**src/rtl/obn_cross.sv**
```systemverilog
// ============================================================================
// Cross product
// Two stage cross(a, b): products first, then differences.
// ============================================================================
module obn_cross #(
    parameter int AW = 16,
    parameter int BW = 16
) (
    input  logic                   clk,
    input  logic                   rst_n,
    input  logic                   en,
    input  logic                   in_valid,
    input  logic signed [AW-1:0]   a_x,
    input  logic signed [AW-1:0]   a_y,
    input  logic signed [AW-1:0]   a_z,
    input  logic signed [BW-1:0]   b_x,
    input  logic signed [BW-1:0]   b_y,
    input  logic signed [BW-1:0]   b_z,
    output logic                   out_valid,
    output logic signed [AW+BW:0]  c_x,
    output logic signed [AW+BW:0]  c_y,
    output logic signed [AW+BW:0]  c_z
);

    localparam int PW = AW + BW;

    logic                 vld_reg [0:1];
    logic signed [PW-1:0] pr_reg  [0:5];
    logic signed [PW:0]   cx_reg;
    logic signed [PW:0]   cy_reg;
    logic signed [PW:0]   cz_reg;

    always_ff @(posedge clk or negedge rst_n)
    begin
        if (!rst_n)
        begin
            vld_reg[0] <= 1'b0;
            vld_reg[1] <= 1'b0;
        end
        else if (en)
        begin
            vld_reg[0] <= in_valid;
            vld_reg[1] <= vld_reg[0];
        end
    end

    always_ff @(posedge clk)
    begin
        if (en)
        begin
            pr_reg[0] <= a_y * b_z;
            pr_reg[1] <= a_z * b_y;
            pr_reg[2] <= a_z * b_x;
            pr_reg[3] <= a_x * b_z;
            pr_reg[4] <= a_x * b_y;
            pr_reg[5] <= a_y * b_x;
            cx_reg    <= (PW+1)'(pr_reg[0]) - (PW+1)'(pr_reg[1]);
            cy_reg    <= (PW+1)'(pr_reg[2]) - (PW+1)'(pr_reg[3]);
            cz_reg    <= (PW+1)'(pr_reg[4]) - (PW+1)'(pr_reg[5]);
        end
    end

    assign out_valid = vld_reg[1];
    assign c_x       = cx_reg;
    assign c_y       = cy_reg;
    assign c_z       = cz_reg;

endmodule

```
**config.mk**
```make
export PLATFORM = sky130hd
export DESIGN_NAME = obn_cross
export DESIGN_NICKNAME = d
export VERILOG_FILES = /design/src/rtl/obn_cross.sv
export SDC_FILE = /design/constraint.sdc
export NUM_CORES = 2
export LEC_CHECK = 0
export BUFFER_PORTS_ARGS = -buffer_cell sky130_fd_sc_hd__buf_2
export CAP_MARGIN = 20
export CORE_MARGIN = 3
export CORE_UTILIZATION = 60
export DETAILED_ROUTE_END_ITERATION = 12
export PLACE_DENSITY = 0.77
export SYNTH_ARGS = -nofsm -noshare
export SYNTH_HDL_FRONTEND = slang
export SYNTH_SLANG_ARGS = --single-unit
```
**constraint.sdc**
```tcl
create_clock -name clk -period 7.7 [get_ports clk]
set_input_delay 0 -clock clk [delete_from_list [all_inputs] [get_ports clk]]
set_output_delay 0 -clock clk [all_outputs]
set_load 0.02 [all_outputs]
```
==> metrics <==
Fin. Hold Viols=0; fraction of layout cells with a size suffix above 1=0.0499; postcts setup bufs=0; WL final=178000 um; final slew viol count=0; Ys Warns=0; cell area after synthesis=72600 um2; 1st-pass router iterations=8; PortBufs=199; Vias=51400; Synth Register Bits=293; Worst Setup Start Kind=primary input; Post-synth top flop=edfxtp_1; clock buffer depth=3; CP max-delay cell=o31ai_1; Area after DPL=74900 um2; number of I/O pins=200; TritonCTS clock tree=built; die height=354 um; Worst Path Required=8050 ps; R2R cell count=11; first-pass GRT wire length=294000 um; setup_tns=0 ps; Critical Path End Type=flop; RSZ-0062 raised after global routing=no; Setup violations, final=0; core area=119000 um2; hold path cells=2; Area growth, synth to finish=5.19%; CTS clk-pin slew, worst paths=70 ps; Vias/cell=5.61; routed wl met2=83200 um; max reg flops=192; met3 WL=16000 um; fmax=162 MHz; largest net degree at the start of global routing=138; Worst Tran Pin Value=1050 ps; initial antenna violation count=30; DIE AREA=125000 um2; CTS buffer count=41; gr ovfl total=0; crit path cell chain=buf_2, buf_4, nand2_1, fa_1, inv_1, fa_1, inv_1, fa_1, inv_1, fa_1, fa_1, inv_1, fa_1, inv_1, ha_1, o21a_1, o21a_1, o21ai_0, a31oi_1, o31ai_1, nand3_1, a311oi_1, a21oi_1, xor2_1; commonest non-fill, non-tap cells in the layout=inv_1, fa_1, nand2_1; design area=76300 um2; Syn Area/Cell=9.65 um2; vias in the first global route=56500; DR iter-0 viols=3759; post-synthesis sequential area ratio=0.121; Mapped Nets=9783; Top Metal Used=met5; row count=126; DP HPWL=141000 um; Sink Count=293; DIE WIDTH=354 um; status=finished, final reports clean; skew final=37.6 ps; commonest non-fill, non-tap cell in the layout=inv_1; Netlist cell types=89; GP Congestion=0.913; Critical Path Most Common Cell=fa_1; Max Cap Viol=0; initial core utilization=0.610; drc violations=0; Post-synth EDFFs=291; M1 WL=67100 um; Mapped Cells=7520; crit path time final=6190 ps; # resized after CTS=0; Worst slew margin=0.300; GRT Util Overall=0.299; Crit Path Class=in2reg; Worst Path Max Fanout=20; Hold Path Class=in2reg; Final Cycle Share=0.804; Nets=9786; DRT antenna net count=0; clock root cell=clkbuf_16; per-cell routed wire length=19.4 um; clock latency at the later pin of the worst-skew pair=630 ps; H-tree level count=2; asr flop ratio synth=0.00683; highest cell delay on the worst timing path=650 ps; crit path DAT=6540 ps
==> final timing paths <==
kind	start	end	slack, ps
setup / recovery	a_x[7]	pr_reg[4][30]	1510
hold / removal	b_z[0]	pr_reg[3][0]	120
setup reg to reg	pr_reg[3][0]	c_y[32]	3820
hold reg to reg	out_valid	out_valid	510
max in group asynchronous	rst_n	vld_reg[1]	7310
min in group asynchronous	rst_n	out_valid	270
==> repair_timing <==
| item | 4_1_cts | 5_1_grt |
|---|---|---|
| setup endpoints to repair | 0 | 0 |
| endpoints found under the hold margin | 75 | 0 |
| hold buffers | 4 | 0 |
==> cell type report <==
type / instances / area, um2
fillers: 9512 / 42700
multi-input cells: 5083 / 55700
inverters: 1852 / 6950
diodes: 16 / 40.0
clock buffers: 48 / 1090
clock inverters: 26 / 269
repair buffers: 252 / 1440
well taps: 1600 / 2000
flip-flops and latches: 293 / 8790
==> synth_stat cells, types with 5 or more instances <==
cell type	number	area, um2
a211o_1	7	61.3
nor3_1	41	205
o31ai_1	10	75.1
a21o_1	103	773
nand3_1	36	180
nand2b_1	46	288
xnor2_1	225	1970
xor2_1	59	517
a31o_2	9	78.8
o21ai_1	6	30.0
and4_1	6	52.6
a211oi_1	20	150
nor2_1	184	691
or3_1	9	56.3
nand4_1	13	81.3
o21ai_0	100	500
a31oi_1	18	113
nand2_1	805	3020
o21bai_1	26	195
and2_1	748	4680
a2111oi_0	6	52.6
o21a_1	41	308
a21oi_1	197	986
edfxtp_1	291	8740
a21boi_0	8	60.1
or2_2	14	87.6
a221oi_1	5	43.8
clkbuf_1	290	1090
inv_1	1850	6940
nor2b_1	20	125
fa_1	1575	31500
o2111ai_1	7	61.3
and3_1	25	156
o211ai_1	21	158
o31a_1	7	61.3
ha_1	588	7360
==> metal layers <==
metal  up-vias  global-route usage
li1      22600                   -
met4        22               0.160
met3       489              0.0650
met5         -                   0
met1     26300               0.380
met2      2089               0.480
==> cell families after synthesis <==
| kind of cell | Yosys count | synth area share |
|---|---|---|
| AO/OA/AOI/OAI | 666 | 0.0625 |
| XOR/XNOR | 284 | 0.0343 |
| adder cells (fa/ha/maj) | 2163 | 0.536 |
| buffers and inverters | 2144 | 0.111 |
| flip-flops | 293 | 0.121 |
| multiplexers | 5 | 0.000724 |
| AND/OR/NAND/NOR | 1965 | 0.135 |
==> worst max-delay path: cells and delay by family <==
family / cells / cell delay, ps
fa+ha+maj: 7 / 3340
compound gates: 7 / 1830
buf+inv: 7 / 890
simple gates: 2 / 290
xor+xnor: 1 / 160
==> through the flow <==
step	util	worst slack (ps)	std cells	hold WS (ps)
floorplan	-	1870	7520	-296
global placement	0.629	1160	9075	-216
detailed placement	0.629	1010	9076	-214
CTS	0.641	1640	9154	63.0
global route	0.641	1170	9158	115
finish	0.641	1510	9170	120
Power is not shown: default switching activity piles up to over one toggle a cycle in this logic, so the estimate is an artifact.
